[config.mk]
export PLATFORM = sky130hd
export DESIGN_NAME = iad_fifo
export DESIGN_NICKNAME = d
export VERILOG_FILES = /design/src/hdl/integer_area_downscale_defines.svh /design/src/hdl/iad_pkg.sv /design/src/hdl/iad_fifo.sv
export SDC_FILE = /design/constraint.sdc
export NUM_CORES = 1
export LEC_CHECK = 0
export ABC_CLOCK_PERIOD_IN_PS = 1700
export BUFFER_PORTS_ARGS = -buffer_cell sky130_fd_sc_hd__buf_4
export CORE_MARGIN = 5
export CORE_UTILIZATION = 45
export CTS_BUF_LIST = sky130_fd_sc_hd__clkbuf_16
export DETAILED_ROUTE_END_ITERATION = 8
export HOLD_SLACK_MARGIN = 0.15
export PLACE_DENSITY = 0.64
export SLEW_MARGIN = 40
export SYNTH_ARGS = -nofsm -noshare
export SYNTH_HDL_FRONTEND = slang
export SYNTH_SLANG_ARGS = --single-unit
[constraint.sdc]
create_clock -name clk -period 1.7 [get_ports clk]
set_input_delay 0.17 -clock clk [delete_from_list [all_inputs] [get_ports clk]]
set_output_delay 0.17 -clock clk [all_outputs]
set_load 0.05 [all_outputs]
[src/hdl/integer_area_downscale_defines.svh]
// ----------------------------------------------------------------------------
// integer_area_downscale_defines.svh
// assertion macros shared by the area downscaler
// ----------------------------------------------------------------------------
`ifndef INTEGER_AREA_DOWNSCALE_DEFINES_SVH
`define INTEGER_AREA_DOWNSCALE_DEFINES_SVH

// same-cycle implication, checked on clk, off during reset
`define IAD_ASSERT_IMPL(lbl, ante, cons) \
	lbl: assert property (@(posedge clk) disable iff (!arst_n) (ante) |-> (cons)) \
		else $error("implication check failed");

// next-cycle implication, checked on clk, off during reset
`define IAD_ASSERT_NEXT(lbl, ante, cons) \
	lbl: assert property (@(posedge clk) disable iff (!arst_n) (ante) |=> (cons)) \
		else $error("next-cycle check failed");

`endif

[src/hdl/iad_pkg.sv]
// ----------------------------------------------------------------------------
// iad_pkg
// shared types, codes and helpers of the integer area downscaler
// ----------------------------------------------------------------------------
package iad_pkg;

	// configuration port
	localparam int CFG_IDX_BITS    = 2;
	localparam int CFG_DATA_BITS   = 13;
	localparam int OUT_WIDTH_BITS  = 11;
	localparam int OUT_HEIGHT_BITS = 13;
	localparam int FACTOR_BITS     = 5;

	// register indexes
	localparam logic [CFG_IDX_BITS-1:0] CFG_OUT_WIDTH  = 2'd0;
	localparam logic [CFG_IDX_BITS-1:0] CFG_OUT_HEIGHT = 2'd1;
	localparam logic [CFG_IDX_BITS-1:0] CFG_FACTOR_X   = 2'd2;
	localparam logic [CFG_IDX_BITS-1:0] CFG_FACTOR_Y   = 2'd3;

	// fixed limits and field widths
	localparam int MAX_OUT_HEIGHT = 4096;
	localparam int OUT_ROW_BITS   = 12;
	localparam int AVG_BITS       = 16;
	localparam int QUEUE_DEPTH    = 4;

	// what the front tells the back about a finished horizontal run
	typedef struct packed {
		logic first_row;   // first input row of the block row: no partial sum yet
		logic emit;        // last input row: block complete, produce a mean
		logic frame_last;  // block is the last of the frame
	} run_flags_t;

	// back-end sequencer
	typedef enum logic [1:0] {
		BK_IDLE,
		BK_SUM,
		BK_DIV,
		BK_DONE
	} back_state_t;

	// zero acts as one, anything above the limit acts as the limit
	function automatic int unsigned clamp_reg(input int unsigned v, input int unsigned hi);
		int unsigned r;
		if (v == 0) r = 1;
		else if (v > hi) r = hi;
		else r = v;
		return r;
	endfunction

endpackage

[src/hdl/iad_fifo.sv]
// ----------------------------------------------------------------------------
// iad_fifo
// short register queue between the front and the back
// ----------------------------------------------------------------------------
module iad_fifo #(
	parameter int WIDTH = 32
) (
	input  logic             clk,
	input  logic             arst_n,
	input  logic             push,
	input  logic [WIDTH-1:0] push_data,
	input  logic             pop,
	output logic [WIDTH-1:0] head_data,
	output logic             full,
	output logic             empty
);

	localparam int DEPTH    = iad_pkg::QUEUE_DEPTH;
	localparam int PTR_BITS = $clog2(DEPTH);

	logic [WIDTH-1:0]    slot_q [DEPTH];
	logic [PTR_BITS-1:0] wr_ptr_q;
	logic [PTR_BITS-1:0] rd_ptr_q;
	logic [PTR_BITS:0]   count_q;

	// status
	assign full      = (count_q == (PTR_BITS+1)'(DEPTH));
	assign empty     = (count_q == '0);
	assign head_data = slot_q[rd_ptr_q];

	// storage
	always_ff @(posedge clk) begin
		if (push) slot_q[wr_ptr_q] <= push_data;
	end

	// pointers and fill count
	always_ff @(posedge clk or negedge arst_n) begin
		if (!arst_n) begin
			wr_ptr_q <= '0;
			rd_ptr_q <= '0;
			count_q  <= '0;
		end else begin
			if (push) wr_ptr_q <= wr_ptr_q + 1'b1;
			if (pop)  rd_ptr_q <= rd_ptr_q + 1'b1;
			if (push && !pop) count_q <= count_q + 1'b1;
			else if (pop && !push) count_q <= count_q - 1'b1;
		end
	end

endmodule

==> reports/metrics.cfg <==
[outcome]
outcome = complete, but fails checks
failed_checks = negative setup slack

[final_layout]
drive_gt1_frac = 0.452
fillers = 755
final_util = 0.646
diodes = 0
finalNetCount = 381
syn2layout_area_growth_pct = 39.6
final_area_um2 = 7060
register_area_um2 = 4020
multiInputGateArea_um2 = 931

[critical_path]
worst_setup_path_start_kind = flip-flop
cpPeakStageDelay_ns = 0.53
slowest_stage = mux4_2
crit_type = reg2out
cp_common_cell = buf_12
r2r_setup_slack_ns = 0.24
crit_path_end_kind = primary output
reg2reg_depth = 4
crit_chain = buf_12 > buf_12 > mux4_2 > buf_6
critPathRequiredTime_ns = 1.53
cp_max_fo = 7
worstPathArrival_ns = 1.78
regToRegEndpoint = slot_q[1][8]$_DFFE_PP_
r2r-start = wr_ptr_q[1]$_DFFE_PN0P_

[power]
p_sw_mw = 4.89
p_leak_nw = 2.55
seqPwrFrac = 0.326
combPwrFrac = 0.422
p_int_mw = 9.27
powerDensity_nw_per_um2 = 2000
ir_drop_mv = 1.71
total_power_mw = 14.2
swShare = 0.345
power_frac_clock = 0.251

[drt]
ant_nets = 0
wl_mm = 9.40
vias_per_cell = 5.06
num_vias = 2488
drt_iter0_drc = 132
first_pass_iters = 4
wl_per_cell_um = 19.1
drc_errors = 0

[synth]
synth_most_common_cell = edfxtp_1
synth_common_cells = 128 x edfxtp_1, 28 x mux4_2, 7 x dfrtp_1, 5 x ha_1
synth_area_leader_cell = edfxtp_1
synth.area.top_cells = edfxtp_1 76%, mux4_2 12%, dfrtp_1 3.5%
async_flop_share = 0.0519
synth_area_per_cell_um2 = 25.0
synth_edf_count = 128
syn_area_um2 = 5060
syn_nets = 244
synthDistinctLibCells = 20
syn-instance-count = 202
ys_warn_count = 0
synth_top_area_share = 0.760
ys_seq_area_frac = 0.794
synth-seq-cells = 135
synthFlopType = edfxtp_1

[sta]
period_minus_slack_ns = 1.95
tightestPinTransition_ns = 0.426
fin_hold_ws_ns = 0.483
fin_skew_ns = 0.00711
hold_viol = 0
slew_violations = 0
post-route-period-util = 1.15
setup_violations = 32
slew-limit-headroom = 0.716
rsz0062_at_grt = true
fin_tns_setup_ns = -7.10
fin_ws_ns = -0.248
fmax_mhz = 513

[clocking]
cts_buffer_depth = 2
cts.clk_slew.worst_paths_ns = 0.06
ctsHtreeMaxLevel = 4
cts_sinks = 135
cts_tree = yes
clock_latency_ns = 0.40
root_buffer = clkbuf_16
cts_inserted_buffers = 17

[global_routing]
grt_pass1_vias = 2764
grt.total_usage = 0.153
antenna_found_initial = 0
overflow = 0
grt_pass1_wl_mm = 15.0
grt_max_degree = 29

[floorplan]
rows = 38
core_area_um2 = 10900
initial_core_util = 0.463
die_w_um = 116
die_area_um2 = 13500
top_level_ports = 70
die_h_um = 116

[hold_path]
whs_path_depth = 1
min_delay_worst_endpoint = count_q[2]$_DFFE_PN0P_
min_from = count_q[2]$_DFFE_PN0P_
hold_path.class = reg2reg

[flow_run]
maxCapViolCount = 0

[place]
dpl_cell_area_um2 = 5870
portBuffers = 69
place.gp.congestion = 0.680
dp_hpwl_mm = 5.76

[state kept, by name, indices dropped and copies added, names as in the netlist]
signal and count:
count_q 3, rd_ptr_q 2, slot_q 128, wr_ptr_q 2
[worst max-delay path by stage]
stage | from | endpoint | slack [ns] | cells past startpoint
2_1_floorplan | count_q[0]$_DFFE_PN0P_ | empty | -0.002 | 1
3_3_place_gp | rd_ptr_q[0]$_DFFE_PN0P_ | head_data[0] | 0.06 | 3
3_5_place_dp | rd_ptr_q[0]$_DFFE_PN0P_ | head_data[6] | 0.04 | 3
4_1_cts | rd_ptr_q[0]$_DFFE_PN0P_ | head_data[10] | -0.28 | 4
5_1_grt | rd_ptr_q[0]$_DFFE_PN0P_ | head_data[3] | -0.31 | 4
6_report | rd_ptr_q[0]$_DFFE_PN0P_ | head_data[3] | -0.25 | 4
[final cells by class]
type / count / share of cell area
Tap cell: 140 / 0.0248
Inverter: 4 / 0.00213
Timing Repair Buffer: 126 / 0.189
Multi-Input combinational cell: 55 / 0.132
Clock buffer: 17 / 0.0602
Sequential cell: 135 / 0.569
Clock inverter: 15 / 0.0230
[power by group through the flow]
stage               Combinational, mW  Clock (mW)  Sequential (mW)
floorplan                        3.73           0             4.56
global placement                 5.05           0             4.70
detailed placement               5.13           0             4.74
CTS                              5.94        3.62             4.63
global route                     6.28        3.81             4.68
finish                           5.98        3.56             4.62
[metal layers]
metal / global-route usage / part of all wire
met1: 0.199 / 0.43
met2: 0.251 / 0.50
met3: 0.0465 / 0.055
met4: 0.0418 / 0.0090
met5: 0 / 0
[critical path: cells and delay by family, from the launching register on]
kind                   cells  cell delay [ns]
DFF                        1             0.38
buffers and inverters      3             0.47
muxes                      1             0.53
[through the flow]
step	std cells	setup slack (ns)
2_1_floorplan	202	-0.00246
3_3_place_gp	414	0.0595
3_5_place_dp	415	0.0397
4_1_cts	490	-0.280
5_1_grt	492	-0.312
6_report	492	-0.248
[what timing repair did]
item                       4_1_cts  5_1_grt
hold buffers                    36        0
gates cloned                     1        1
hold endpoints to repair       139        0
setup buffers                    6        1
gates resized for setup         39        2
setup endpoints to repair       32       32
[cells by family (layout without fill, tap and decap cells)]
family | after synthesis | count (layout) | share of synthesized area
AND/OR/NAND/NOR | 9 | 9 | 0.00964
AO/OA/AOI/OAI | 1 | 1 | 0.000988
multiplexers | 33 | 33 | 0.148
adder cells (fa/ha/maj) | 6 | 6 | 0.0163
flip-flops | 135 | 135 | 0.794
buffers and inverters | 12 | 162 | 0.0208
XOR/XNOR | 6 | 6 | 0.0104
[placed cells by master (no fill, tap or decap)]
master         synthesis  final
and2_2                 0      4
buf_12                 3      7
buf_16                 0      3
buf_4                  0     46
buf_6                  1     31
buf_8                  0      2
bufinv_16              0      3
clkbuf_16              0     18
clkinv_1               0      2
clkinv_2               0      4
clkinv_4               0      3
clkinvlp_4             0      2
dfrtp_1                7      5
dfrtp_2                0      2
dlygate4sd3_1          0     36
edfxtp_1             128    128
fa_1                   1      1
ha_1                   5      5
inv_1                  4      5
mux2_2                 1      1
mux4_2                28     32
nand2_1                2      2
nor2_1                 1      1
nor3_1                 1      1
nor3b_2                0      1
o21ai_0                1      1
xnor2_1                2      2
xor2_1                 4      4
(Power assumes the default switching activity.)
