### src/hdl/integer_area_downscale_defines.svh
// ----------------------------------------------------------------------------
// integer_area_downscale_defines.svh
// assertion macros shared by the area downscaler
// ----------------------------------------------------------------------------
`ifndef INTEGER_AREA_DOWNSCALE_DEFINES_SVH
`define INTEGER_AREA_DOWNSCALE_DEFINES_SVH

// same-cycle implication, checked on clk, off during reset
`define IAD_ASSERT_IMPL(lbl, ante, cons) \
	lbl: assert property (@(posedge clk) disable iff (!arst_n) (ante) |-> (cons)) \
		else $error("implication check failed");

// next-cycle implication, checked on clk, off during reset
`define IAD_ASSERT_NEXT(lbl, ante, cons) \
	lbl: assert property (@(posedge clk) disable iff (!arst_n) (ante) |=> (cons)) \
		else $error("next-cycle check failed");

`endif

### src/hdl/iad_pkg.sv
// ----------------------------------------------------------------------------
// iad_pkg
// shared types, codes and helpers of the integer area downscaler
// ----------------------------------------------------------------------------
package iad_pkg;

	// configuration port
	localparam int CFG_IDX_BITS    = 2;
	localparam int CFG_DATA_BITS   = 13;
	localparam int OUT_WIDTH_BITS  = 11;
	localparam int OUT_HEIGHT_BITS = 13;
	localparam int FACTOR_BITS     = 5;

	// register indexes
	localparam logic [CFG_IDX_BITS-1:0] CFG_OUT_WIDTH  = 2'd0;
	localparam logic [CFG_IDX_BITS-1:0] CFG_OUT_HEIGHT = 2'd1;
	localparam logic [CFG_IDX_BITS-1:0] CFG_FACTOR_X   = 2'd2;
	localparam logic [CFG_IDX_BITS-1:0] CFG_FACTOR_Y   = 2'd3;

	// fixed limits and field widths
	localparam int MAX_OUT_HEIGHT = 4096;
	localparam int OUT_ROW_BITS   = 12;
	localparam int AVG_BITS       = 16;
	localparam int QUEUE_DEPTH    = 4;

	// what the front tells the back about a finished horizontal run
	typedef struct packed {
		logic first_row;   // first input row of the block row: no partial sum yet
		logic emit;        // last input row: block complete, produce a mean
		logic frame_last;  // block is the last of the frame
	} run_flags_t;

	// back-end sequencer
	typedef enum logic [1:0] {
		BK_IDLE,
		BK_SUM,
		BK_DIV,
		BK_DONE
	} back_state_t;

	// zero acts as one, anything above the limit acts as the limit
	function automatic int unsigned clamp_reg(input int unsigned v, input int unsigned hi);
		int unsigned r;
		if (v == 0) r = 1;
		else if (v > hi) r = hi;
		else r = v;
		return r;
	endfunction

endpackage

### src/hdl/iad_front.sv
// ----------------------------------------------------------------------------
// iad_front
// configuration registers, raster position counters and horizontal run sums
// ----------------------------------------------------------------------------
module iad_front #(
	parameter int MAX_OUT_WIDTH = 1024,
	parameter int MAX_FACTOR    = 16,
	parameter int PIXEL_BITS    = 16
) (
	input  logic                                        clk,
	input  logic                                        arst_n,
	input  logic                                        cfg_we,
	input  logic [iad_pkg::CFG_IDX_BITS-1:0]            cfg_index,
	input  logic [iad_pkg::CFG_DATA_BITS-1:0]           cfg_data,
	input  logic                                        s_tvalid,
	output logic                                        s_tready,
	input  logic [PIXEL_BITS-1:0]                       pixel,
	input  logic                                        queue_full,
	output logic                                        run_push,
	output logic [PIXEL_BITS+$clog2(MAX_FACTOR+1)-1:0]  run_sum,
	output logic [((MAX_OUT_WIDTH > 1) ? $clog2(MAX_OUT_WIDTH) : 1)-1:0] run_col,
	output iad_pkg::run_flags_t                         run_flags,
	output logic [$clog2(MAX_FACTOR*MAX_FACTOR+1)-1:0]  area
);

	localparam int F_BITS    = $clog2(MAX_FACTOR+1);
	localparam int FCNT_BITS = (MAX_FACTOR > 1) ? $clog2(MAX_FACTOR) : 1;
	localparam int W_BITS    = $clog2(MAX_OUT_WIDTH+1);
	localparam int COL_BITS  = (MAX_OUT_WIDTH > 1) ? $clog2(MAX_OUT_WIDTH) : 1;
	localparam int ROW_BITS  = PIXEL_BITS + $clog2(MAX_FACTOR+1);
	localparam int AREA_BITS = $clog2(MAX_FACTOR*MAX_FACTOR+1);
	localparam int H_BITS    = iad_pkg::OUT_HEIGHT_BITS;
	localparam int OR_BITS   = iad_pkg::OUT_ROW_BITS;

	// clamped geometry
	logic [W_BITS-1:0]    w_q;
	logic [H_BITS-1:0]    h_q;
	logic [F_BITS-1:0]    fx_q;
	logic [F_BITS-1:0]    fy_q;

	// position and run accumulator
	logic [ROW_BITS-1:0]  row_sum_q;
	logic [FCNT_BITS-1:0] sub_col_q;
	logic [COL_BITS-1:0]  out_col_q;
	logic [FCNT_BITS-1:0] sub_row_q;
	logic [OR_BITS-1:0]   out_row_q;

	logic                 accept;
	logic                 run_done;
	logic                 col_last;
	logic                 sub_row_last;
	logic                 row_last;

	// position decode
	assign run_done     = ((F_BITS'(sub_col_q) + F_BITS'(1)) == fx_q);
	assign col_last     = ((W_BITS'(out_col_q) + W_BITS'(1)) == w_q);
	assign sub_row_last = ((F_BITS'(sub_row_q) + F_BITS'(1)) == fy_q);
	assign row_last     = ((H_BITS'(out_row_q) + H_BITS'(1)) == h_q);

	// a pixel that ends a run needs a queue slot
	assign s_tready = !run_done || !queue_full;
	assign accept   = s_tvalid && s_tready;
	assign run_push = accept && run_done;

	// run description for the back
	assign run_sum              = row_sum_q + ROW_BITS'(pixel);
	assign run_col              = out_col_q;
	assign run_flags.first_row  = (sub_row_q == '0);
	assign run_flags.emit       = sub_row_last;
	assign run_flags.frame_last = row_last && col_last;

	// block area for the mean
	assign area = AREA_BITS'(fx_q) * AREA_BITS'(fy_q);

	// configuration and counters; any write restarts the frame
	always_ff @(posedge clk or negedge arst_n) begin
		if (!arst_n) begin
			w_q       <= W_BITS'(1);
			h_q       <= H_BITS'(1);
			fx_q      <= F_BITS'(1);
			fy_q      <= F_BITS'(1);
			row_sum_q <= '0;
			sub_col_q <= '0;
			out_col_q <= '0;
			sub_row_q <= '0;
			out_row_q <= '0;
		end else if (cfg_we) begin
			unique case (cfg_index)
				iad_pkg::CFG_OUT_WIDTH: begin
					w_q <= W_BITS'(iad_pkg::clamp_reg(
						32'(cfg_data[iad_pkg::OUT_WIDTH_BITS-1:0]), MAX_OUT_WIDTH));
				end
				iad_pkg::CFG_OUT_HEIGHT: begin
					h_q <= H_BITS'(iad_pkg::clamp_reg(
						32'(cfg_data[iad_pkg::OUT_HEIGHT_BITS-1:0]), iad_pkg::MAX_OUT_HEIGHT));
				end
				iad_pkg::CFG_FACTOR_X: begin
					fx_q <= F_BITS'(iad_pkg::clamp_reg(
						32'(cfg_data[iad_pkg::FACTOR_BITS-1:0]), MAX_FACTOR));
				end
				iad_pkg::CFG_FACTOR_Y: begin
					fy_q <= F_BITS'(iad_pkg::clamp_reg(
						32'(cfg_data[iad_pkg::FACTOR_BITS-1:0]), MAX_FACTOR));
				end
			endcase
			row_sum_q <= '0;
			sub_col_q <= '0;
			out_col_q <= '0;
			sub_row_q <= '0;
			out_row_q <= '0;
		end else if (accept) begin
			if (!run_done) begin
				row_sum_q <= run_sum;
				sub_col_q <= sub_col_q + 1'b1;
			end else begin
				row_sum_q <= '0;
				sub_col_q <= '0;
				if (!col_last) begin
					out_col_q <= out_col_q + 1'b1;
				end else begin
					out_col_q <= '0;
					if (!sub_row_last) begin
						sub_row_q <= sub_row_q + 1'b1;
					end else begin
						sub_row_q <= '0;
						out_row_q <= row_last ? '0 : out_row_q + 1'b1;
					end
				end
			end
		end
	end

endmodule

### config.mk
export PLATFORM = sky130hd
export DESIGN_NAME = iad_front
export DESIGN_NICKNAME = d
export VERILOG_FILES = /design/src/hdl/integer_area_downscale_defines.svh /design/src/hdl/iad_pkg.sv /design/src/hdl/iad_front.sv
export SDC_FILE = /design/constraint.sdc
export NUM_CORES = 1
export LEC_CHECK = 0
export BUFFER_PORTS_ARGS = -buffer_cell sky130_fd_sc_hd__buf_2
export CAP_MARGIN = 15
export CORE_MARGIN = 2
export CORE_UTILIZATION = 45
export DETAILED_ROUTE_END_ITERATION = 6
export PLACE_DENSITY_LB_ADDON = 0.05
export SKIP_LAST_GASP = 1
export SLEW_MARGIN = 15
export SYNTH_ARGS = -nofsm -noshare
export SYNTH_HDL_FRONTEND = slang
export SYNTH_SLANG_ARGS = --single-unit
export TNS_END_PERCENT = 30
### constraint.sdc
create_clock -name clk -period 9.5 [get_ports clk]
set_input_delay 0.95 -clock clk [delete_from_list [all_inputs] [get_ports clk]]
set_output_delay 0.95 -clock clk [all_outputs]
set_load 0.1 [all_outputs]
==> results of run 1 <==
-- stage by stage --
stage / setup slack (ps) / total power [mW]
2_1_floorplan: 2820 / 0.957
6_report: 4460 / 1.40
4_1_cts: 4420 / 1.41
5_1_grt: 4230 / 1.47
3_3_place_gp: 4820 / 1.06
3_5_place_dp: 4800 / 1.07
-- cells in the mapped netlist, drive strengths merged (9+ instances only) --
library cell	n	area (um^2)
a21o	13	97.6
a21oi	30	150
a22o	30	263
a31oi	9	56.3
a32o	12	120
and2	21	131
and3	15	98.8
buf	11	68.8
clkbuf	19	71.3
dfrtp	81	2030
fa	9	180
ha	38	475
inv	39	146
nand2	61	229
nand2b	19	119
nand3	21	110
nand4	10	77.6
nor2	32	120
nor3	14	85.1
o21ai	46	230
xnor2	33	289
xor2	21	184
-- report_power, final --
| part | total, mW | switching, mW | internal, mW | leakage (nW) |
|---|---|---|---|---|
| combinational | 0.627 | 0.474 | 0.153 | 2.15 |
| clock | 0.335 | 0.150 | 0.185 | 0.122 |
| sequential | 0.437 | 0.0392 | 0.398 | 1.13 |
-- worst min-delay path, delay by kind of cell (launching register included) --
kind               cells  cell delay (ps)
AOI/OAI and AO/OA      1               70
DFF                    1              380
and+or+nand+nor        1               50
-- path summary, 6_finish.rpt --
kind                                          startpoint                        end  slack (ps)
max in group asynchronous                         arst_n  row_sum_q[19]$_DFFE_PN0P_        7880
worst min-delay path                  w_q[0]$_DFFE_PN1P_         w_q[0]$_DFFE_PN1P_         500
worst max-delay path                 fx_q[0]$_DFFE_PN1P_                    area[8]        4460
min in group asynchronous                         arst_n   sub_row_q[2]$_DFFE_PN0P_         570
worst max register to register  out_row_q[2]$_DFFE_PN0P_   out_row_q[6]$_DFFE_PN0P_        5850
worst min register to register        w_q[0]$_DFFE_PN1P_         w_q[0]$_DFFE_PN1P_         500
-- routing by layer --
metal	track usage	wire (um)	vias up
met5	0	0	-
met4	0.0412	76	0
met3	0.0452	664	8
met2	0.355	7590	108
met1	0.311	7700	2696
li1	-	-	2681
-- final cells by class --
cell class / count / area share
Inverter: 39 / 0.0205
Clock buffer: 13 / 0.0350
Multi-Input combinational cell: 546 / 0.554
Tap cell: 180 / 0.0315
Timing Repair Buffer: 82 / 0.0584
Clock inverter: 3 / 0.00315
Sequential cell: 85 / 0.298
-- flip-flops by register name, indices dropped and copies added (netlist names) --
signal	cells
sub_row_q	4
out_row_q	12
fx_q	5
run_col	10
sub_col_q	4
h_q	13
row_sum_q	21
w_q	11
fy_q	5
-- logic make-up (layout without fill, tap and decap cells) --
| logic type | count (synthesis) | in the layout | synth area share |
|---|---|---|---|
| muxes | 8 | 8 | 0.0135 |
| adders and majority gates | 48 | 48 | 0.104 |
| and+or+nand+nor | 236 | 236 | 0.202 |
| xor gates and xnor gates | 55 | 55 | 0.0777 |
| DFF | 85 | 85 | 0.334 |
| buffers and inverters | 69 | 137 | 0.0449 |
| AOI/OAI and AO/OA | 199 | 199 | 0.223 |
==> reports/qor.tcl, run 1 <==
set qor(placement.cell_area_um2) 6890
set qor(dominantRegCellSynth) {dfrtp_1}
set qor(nFillCells) 1333
set qor(worst_slew_pin_tran_ps) 1210
set qor(hp-class) {reg -> reg}
set qor(crit_path_cell_trace) {nand2_1 -> fa_1 -> fa_1 -> fa_1 -> inv_1 -> ha_1 -> a21oi_1 -> o21bai_1 -> a21o_1 -> a21oi_1 -> xnor2_1 -> buf_2}
set qor(post_cts_resize_count) 0
set qor(synthCells) 700
set qor(cts_sink_count) 85
set qor(hold_viol_final) 0
set qor(worstHoldPathCells) 2
set qor(critical_path.max_fanout) 7
set qor(cts_htree_levels) 3
set qor(critical_path.n_buffers_inverters) 2
set qor(cts-buffers-inserted) 9
set qor(maxSlewViolCount) 0
set qor(groute.usage.overall) 0.221
set qor(dr_total_vias) 5493
set qor(maxCapViolations) 0
set qor(gp_routability_congestion) 0.843
set qor(io-pin-count) 81
set qor(die_area_um2) 15100
set qor(detail_route.drc_violations) 0
set qor(fin_tns_setup_ps) 0
set qor(reg2regPathDepth) 7
set qor(critical_path.most_common_cell) {fa_1}
set qor(synthesis.area_um2) 6380
set qor(area_delta_synth_final_pct) 12.2
set qor(gr_overflow_total) 0
set qor(num_antenna_cells) 0
set qor(fin_crit_ps) 5040
set qor(ys_ff_latch) 85
set qor(final_util) 0.516
set qor(timing_worst_setup_path_type) {reg -> out}
set qor(io_buffer_count) 80
set qor(crit_slowest_cell) {dfstp_2}
set qor(layoutNonFillerInstCount) 948
set qor(yosys.cell_types.count) 75
set qor(maxSlewHeadroom) 0.197
set qor(multi_input_logic_area_um2) 3960
set qor(drt-wirelength-per-cell_um) 16.9
set qor(global_route_wire_length_before_repair_mm) 26.4
set qor(fp-row-count) 43
set qor(die_w_um) 123
set qor(most_frequent_standard_cell_in_the_layout_excluding_fill_and_tap_cells) {dfrtp_1}
set qor(reg_clk_slew_reported_paths_ps) 60
set qor(grt_setup_unrepaired) {no}
set qor(max-vdd-ir-drop_v) 0.000196
set qor(clock_tree_from_tritoncts) {done}
set qor(max_stage_delay_ps) 580
set qor(final_net_count) 846
set qor(power-per-cell-area_nw_per_um2) 196
set qor(place.detailed.hpwl_mm) 11.7
set qor(first_global_vias) 5262
set qor(clock_skew_ps) 10.3
set qor(cts_hold_repair.buffers) 0
set qor(cts_buffer_depth) 2
set qor(avgViaCountPerCell) 5.79
set qor(drt_first_pass_iters) 6
set qor(report.final.setup_viol) 0
set qor(initial_utilization) 0.460
set qor(post_cts_setup_driven_buffer_insertion_count) 0
set qor(timing.critical_path.arrival_ps) 4090
set qor(final_cell_mix) {81 x dfrtp_1, 79 x buf_2, 61 x nand2_1, 40 x o21ai_0, 39 x inv_1}
set qor(worstSetupEndpointType) {primary output}
set qor(combined_flip_flop_and_latch_cell_area_um2) 2130
set qor(grt_start_max_net_pins) 48
set qor(final_design_area_no_fill_um2) 7160
set qor(detail-route-antenna-nets) 0
set qor(synth_edf_count) 0
set qor(drt_iter0_drc) 416
set qor(clock.fmax_mhz) 198
set qor(insertion_delay_to_the_later_sink_of_the_worst_skew_pair_ps) 350
set qor(die_h_um) 123
set qor(synth-warning-count) 0
set qor(worst_setup_path_start_kind) {register}
set qor(run_status) {complete, no violations}
set qor(antenna_found_initial) 0
set qor(place.detailed.instances) 932
set qor(floorplan.core_area_um2) 13900
set qor(cp.depth) 12
set qor(worst_hold_check_slack_ps) 499
set qor(async_reset_ff_frac) 1.00
set qor(leakagePower_nw) 3.40
set qor(synthesis.nets) 783
set qor(final_min_period_over_clock_period) 0.530
set qor(critical_path_s_top_delay_family) {adder cells}
set qor(ys_seq_area_frac) 0.334
set qor(root_driver) {clkbuf_16}
set qor(synthesis.area_per_instance_um2) 9.11
set qor(critical_path_required_ps) 8550
set qor(postRouteWirelength_mm) 16.0
set qor(drive_gt1_frac) 0.152
No activity file was read; power rests on OpenSTA's default activity.
==> run 2: changes to the inputs <==
- clock period: 9.5 -> 4.9 ns (I/O delays scaled with it)
==> reports/qor.tcl, run 2 (synthesized netlist as in run 1, its figures left out) <==
set qor(antenna_found_initial) 0
set qor(hold_viol_final) 0
set qor(report.final.setup_viol) 0
set qor(critical_path.max_fanout) 7
set qor(hp-class) {in -> async}
set qor(dp_worst_setup_slack_ps) 603
set qor(fin_tns_setup_ps) 0
set qor(area_delta_synth_final_pct) 12.5
set qor(internal-power_mw) 1.46
set qor(clock_tree_from_tritoncts) {done}
set qor(final_util) 0.517
set qor(num_antenna_cells) 0
set qor(dr_total_vias) 5488
set qor(r2r_slack_ps) 1330
set qor(timing.critical_path.arrival_ps) 4140
set qor(die_w_um) 123
set qor(cts-buffers-inserted) 9
set qor(clock_skew_ps) 4.80
set qor(die_area_um2) 15100
set qor(power.switching_mw) 1.28
set qor(worst_slew_pin_tran_ps) 1090
set qor(maxSlewHeadroom) 0.275
set qor(io-pin-count) 81
set qor(floorplan.core_area_um2) 13900
set qor(fin_crit_ps) 4630
set qor(nFillCells) 1296
set qor(setup_ws_ps) 267
set qor(final_min_period_over_clock_period) 0.946
set qor(critical_path_required_ps) 4410
set qor(detail-route-antenna-nets) 0
set qor(placement.cell_area_um2) 6890
set qor(groute.usage.overall) 0.213
set qor(run_status) {complete, no violations}
set qor(post_cts_setup_driven_buffer_insertion_count) 0
set qor(registers.top_by_ff_count) {row_sum_q}
set qor(first_global_vias) 5096
set qor(cts_buffer_depth) 2
set qor(maxSlewViolCount) 0
set qor(drt_first_pass_iters) 5
set qor(clkPwrFrac) 0.248
set qor(timing_worst_setup_path_type) {reg -> out}
set qor(post_cts_resize_count) 0
set qor(worst_setup_path_start_kind) {register}
set qor(power.switching_fraction) 0.467
set qor(gr_overflow_total) 0
set qor(leakagePower_nw) 3.41
set qor(power-per-cell-area_nw_per_um2) 382
set qor(cts_hold_repair.buffers) 0
set qor(largest_register_ffs) 21
set qor(reg_clk_slew_reported_paths_ps) 60
set qor(largestRegisters) {row_sum_q: 21 flops, h_q: 13 flops, out_row_q: 12 flops}
set qor(gp_routability_congestion) 0.901
set qor(postRouteWirelength_mm) 15.5
set qor(grt_setup_unrepaired) {no}
set qor(detail_route.drc_violations) 0
set qor(drive_gt1_frac) 0.153
set qor(most_frequent_standard_cell_in_the_layout_excluding_fill_and_tap_cells) {dfrtp_1}
set qor(p_seq_frac) 0.309
set qor(worst_hold_check_slack_ps) 127
set qor(insertion_delay_to_the_later_sink_of_the_worst_skew_pair_ps) 350
set qor(final_net_count) 846
set qor(cts_sink_count) 85
set qor(final_design_area_no_fill_um2) 7180
set qor(cts_htree_levels) 3
set qor(maxCapViolations) 0
set qor(global_route_wire_length_before_repair_mm) 25.4
set qor(p_comb_frac) 0.443
set qor(layoutNonFillerInstCount) 947
set qor(max-vdd-ir-drop_v) 0.000449
set qor(io_buffer_count) 80
set qor(initial_utilization) 0.460
set qor(die_h_um) 123
set qor(grt_start_max_net_pins) 45
set qor(final_cell_mix) {81 x dfrtp_1, 79 x buf_2, 61 x nand2_1, 40 x o21ai_0, 39 x inv_1}
set qor(fp-row-count) 43
set qor(drt_iter0_drc) 392
set qor(avgViaCountPerCell) 5.80
set qor(place.detailed.hpwl_mm) 11.4
set qor(worstSetupEndpointType) {primary output}
set qor(clock.fmax_mhz) 216
set qor(root_driver) {clkbuf_16}
set qor(place.detailed.instances) 932
set qor(drt-wirelength-per-cell_um) 16.4
set qor(finalPower_mw) 2.74
==> run 2: worst max-delay path, stage by stage (launching register included) <==
cell and delay, ps:
dfstp_2 590, nand2_1 90, fa_1 510, fa_1 510, fa_1 540, inv_1 40
ha_1 320, a21oi_1 160, o21bai_1 110, a21o_1 190, a21oi_1 170, xnor2_1 130
buf_2 440
==> run 2: final timing paths <==
path,cells past startpoint,endpoint,startpoint
setup reg to reg,7,out_row_q[6]$_DFFE_PN0P_,out_row_q[2]$_DFFE_PN0P_
hold / removal,1,sub_row_q[2]$_DFFE_PN0P_,arst_n
setup / recovery,12,area[8],fx_q[0]$_DFFE_PN1P_
hold reg to reg,1,row_sum_q[8]$_DFFE_PN0P_,row_sum_q[8]$_DFFE_PN0P_
max in group asynchronous,2,w_q[4]$_DFFE_PN0P_,arst_n
min in group clk,2,h_q[8]$_DFFE_PN0P_,cfg_data[8]
==> run 2: power by group through the flow <==
stage          clock [mW]  combinational (mW)  sequential, mW
6_report            0.679                1.21           0.847
5_1_grt             0.725                1.29           0.859
4_1_cts             0.698                1.22           0.846
3_5_place_dp            0                1.21           0.858
3_3_place_gp            0                1.20           0.855
2_1_floorplan           0                1.03           0.832
==> run 2: layout make-up <==
type | instances | area (um^2) | area share
Tap cell | 180 | 225 | 0.0314
Clock buffer | 11 | 233 | 0.0324
Sequential cell | 85 | 2130 | 0.297
Multi-Input combinational cell | 546 | 3970 | 0.553
Timing Repair Buffer | 82 | 418 | 0.0582
Inverter | 39 | 146 | 0.0204
Clock inverter | 4 | 50.0 | 0.00697
==> run 2: metal layers <==
metal | share of wire | GRT usage
met4 | 0.012 | 0.0589
met1 | 0.49 | 0.302
met2 | 0.46 | 0.327
met5 | 0 | 0
met3 | 0.045 | 0.0512
==> run 3: changes to the inputs <==
- CORE_ASPECT_RATIO: unset -> 1.4
==> reports/qor.tcl, run 3 (synthesized netlist as in run 1, its figures left out) <==
set qor(p_seq_frac) 0.303
set qor(fp-row-count) 51
set qor(io-pin-count) 81
set qor(grt_start_max_net_pins) 47
set qor(cts_hold_repair.buffers) 0
set qor(hold_viol_final) 0
set qor(dr_total_vias) 5483
set qor(worst_hold_check_slack_ps) 118
set qor(gr_overflow_total) 0
set qor(detail_route.drc_violations) 0
set qor(critical_path_required_ps) 4410
set qor(die_w_um) 105
set qor(avgViaCountPerCell) 5.74
set qor(fin_tns_setup_ps) 0
set qor(maxSlewHeadroom) 0.278
set qor(clkPwrFrac) 0.264
set qor(gp_routability_congestion) 0.853
set qor(cts-buffers-inserted) 9
set qor(detail-route-antenna-nets) 0
set qor(cts_sink_count) 85
set qor(final_min_period_over_clock_period) 0.940
set qor(maxCapViolations) 0
set qor(worst_setup_path_start_kind) {register}
set qor(final_cell_mix) {81 x dfrtp_1, 79 x buf_2, 61 x nand2_1, 40 x o21ai_0, 39 x inv_1}
set qor(most_frequent_standard_cell_in_the_layout_excluding_fill_and_tap_cells) {dfrtp_1}
set qor(p_comb_frac) 0.433
set qor(max-vdd-ir-drop_v) 0.000444
set qor(initial_utilization) 0.459
set qor(run_status) {complete, no violations}
set qor(power-per-cell-area_nw_per_um2) 387
set qor(groute.usage.overall) 0.218
set qor(global_route_wire_length_before_repair_mm) 26.5
set qor(hp-class) {in -> async}
set qor(insertion_delay_to_the_later_sink_of_the_worst_skew_pair_ps) 350
set qor(drt_first_pass_iters) 5
set qor(first_global_vias) 5464
set qor(grt_setup_unrepaired) {no}
set qor(internal-power_mw) 1.49
set qor(clock.fmax_mhz) 217
set qor(maxSlewViolCount) 0
set qor(setup_ws_ps) 295
set qor(reg_clk_slew_reported_paths_ps) 70
set qor(cts_buffer_depth) 2
set qor(drive_gt1_frac) 0.157
set qor(timing.critical_path.arrival_ps) 4110
set qor(die_h_um) 145
set qor(r2r_slack_ps) 1290
set qor(registers.top_by_ff_count) {row_sum_q}
set qor(floorplan.core_area_um2) 13900
set qor(place.detailed.hpwl_mm) 11.8
set qor(die_area_um2) 15200
set qor(post_cts_resize_count) 0
set qor(worstSetupEndpointType) {primary output}
set qor(area_delta_synth_final_pct) 13.2
set qor(io_buffer_count) 80
set qor(postRouteWirelength_mm) 15.8
set qor(drt-wirelength-per-cell_um) 16.5
set qor(report.final.setup_viol) 0
set qor(largestRegisters) {row_sum_q: 21 flops, h_q: 13 flops, out_row_q: 12 flops}
set qor(leakagePower_nw) 3.44
set qor(critical_path.max_fanout) 7
set qor(cts_htree_levels) 3
set qor(fin_crit_ps) 4600
set qor(clock_skew_ps) 11.7
set qor(largest_register_ffs) 21
set qor(antenna_found_initial) 1
set qor(clock_tree_from_tritoncts) {done}
set qor(final_net_count) 847
set qor(dp_worst_setup_slack_ps) 622
set qor(power.switching_fraction) 0.467
set qor(drt_iter0_drc) 201
set qor(power.switching_mw) 1.30
set qor(post_cts_setup_driven_buffer_insertion_count) 0
set qor(timing_worst_setup_path_type) {reg -> out}
set qor(root_driver) {clkbuf_16}
set qor(worst_slew_pin_tran_ps) 1080
run 3: worst paths after layout:
check	from	depth (start not counted)	endpoint
setup / recovery	fx_q[0]$_DFFE_PN1P_	12	area[8]
hold / removal	arst_n	1	fx_q[2]$_DFFE_PN0P_
setup reg to reg	out_row_q[2]$_DFFE_PN0P_	7	out_row_q[6]$_DFFE_PN0P_
hold reg to reg	w_q[0]$_DFFE_PN1P_	2	w_q[0]$_DFFE_PN1P_
max in group asynchronous	arst_n	2	row_sum_q[12]$_DFFE_PN0P_
min in group clk	cfg_data[8]	2	h_q[8]$_DFFE_PN0P_
run 3: layout make-up:
cell class	instances	area [um^2]
Sequential cell	85	2130
Multi-Input combinational cell	546	3960
Timing Repair Buffer	83	425
Antenna cell	1	2.50
Tap cell	185	231
Fill cell	1369	6690
Clock inverter	6	78.8
Clock buffer	10	239
Inverter	39	146
run 3: power by group through the flow:
stage / combinational [mW] / clock, mW / sequential [mW]
CTS: 1.22 / 0.756 / 0.846
detailed placement: 1.21 / 0 / 0.858
finish: 1.21 / 0.737 / 0.846
global placement: 1.20 / 0 / 0.854
floorplan: 1.03 / 0 / 0.832
global route: 1.29 / 0.783 / 0.857
run 3: critical path: stages (launching register included):
cell and delay [ps]:
dfstp_2 580, nand2_1 100, fa_1 520, fa_1 510
fa_1 540, inv_1 40, ha_1 330, a21oi_1 140
o21bai_1 110, a21o_1 190, a21oi_1 160, xnor2_1 130
buf_2 440
run 3: metrics by stage:
step / cells / instance area (um^2) / util / total power, mW
2_1_floorplan: 700 / 6380 / - / 1.86
3_3_place_gp: 938 / 6900 / 0.496 / 2.06
3_5_place_dp: 938 / 6900 / 0.496 / 2.07
4_1_cts: 954 / 7220 / 0.519 / 2.82
5_1_grt: 954 / 7220 / 0.519 / 2.93
6_report: 955 / 7220 / 0.519 / 2.79
run 3: per-layer routing:
layer / vias to the layer above / track usage / routed length, um
met3: 19 / 0.0488 / 694
li1: 2691 / - / -
met5: - / 0 / 0
met1: 2657 / 0.262 / 6730
met4: 0 / 0.0716 / 233
met2: 116 / 0.390 / 8130
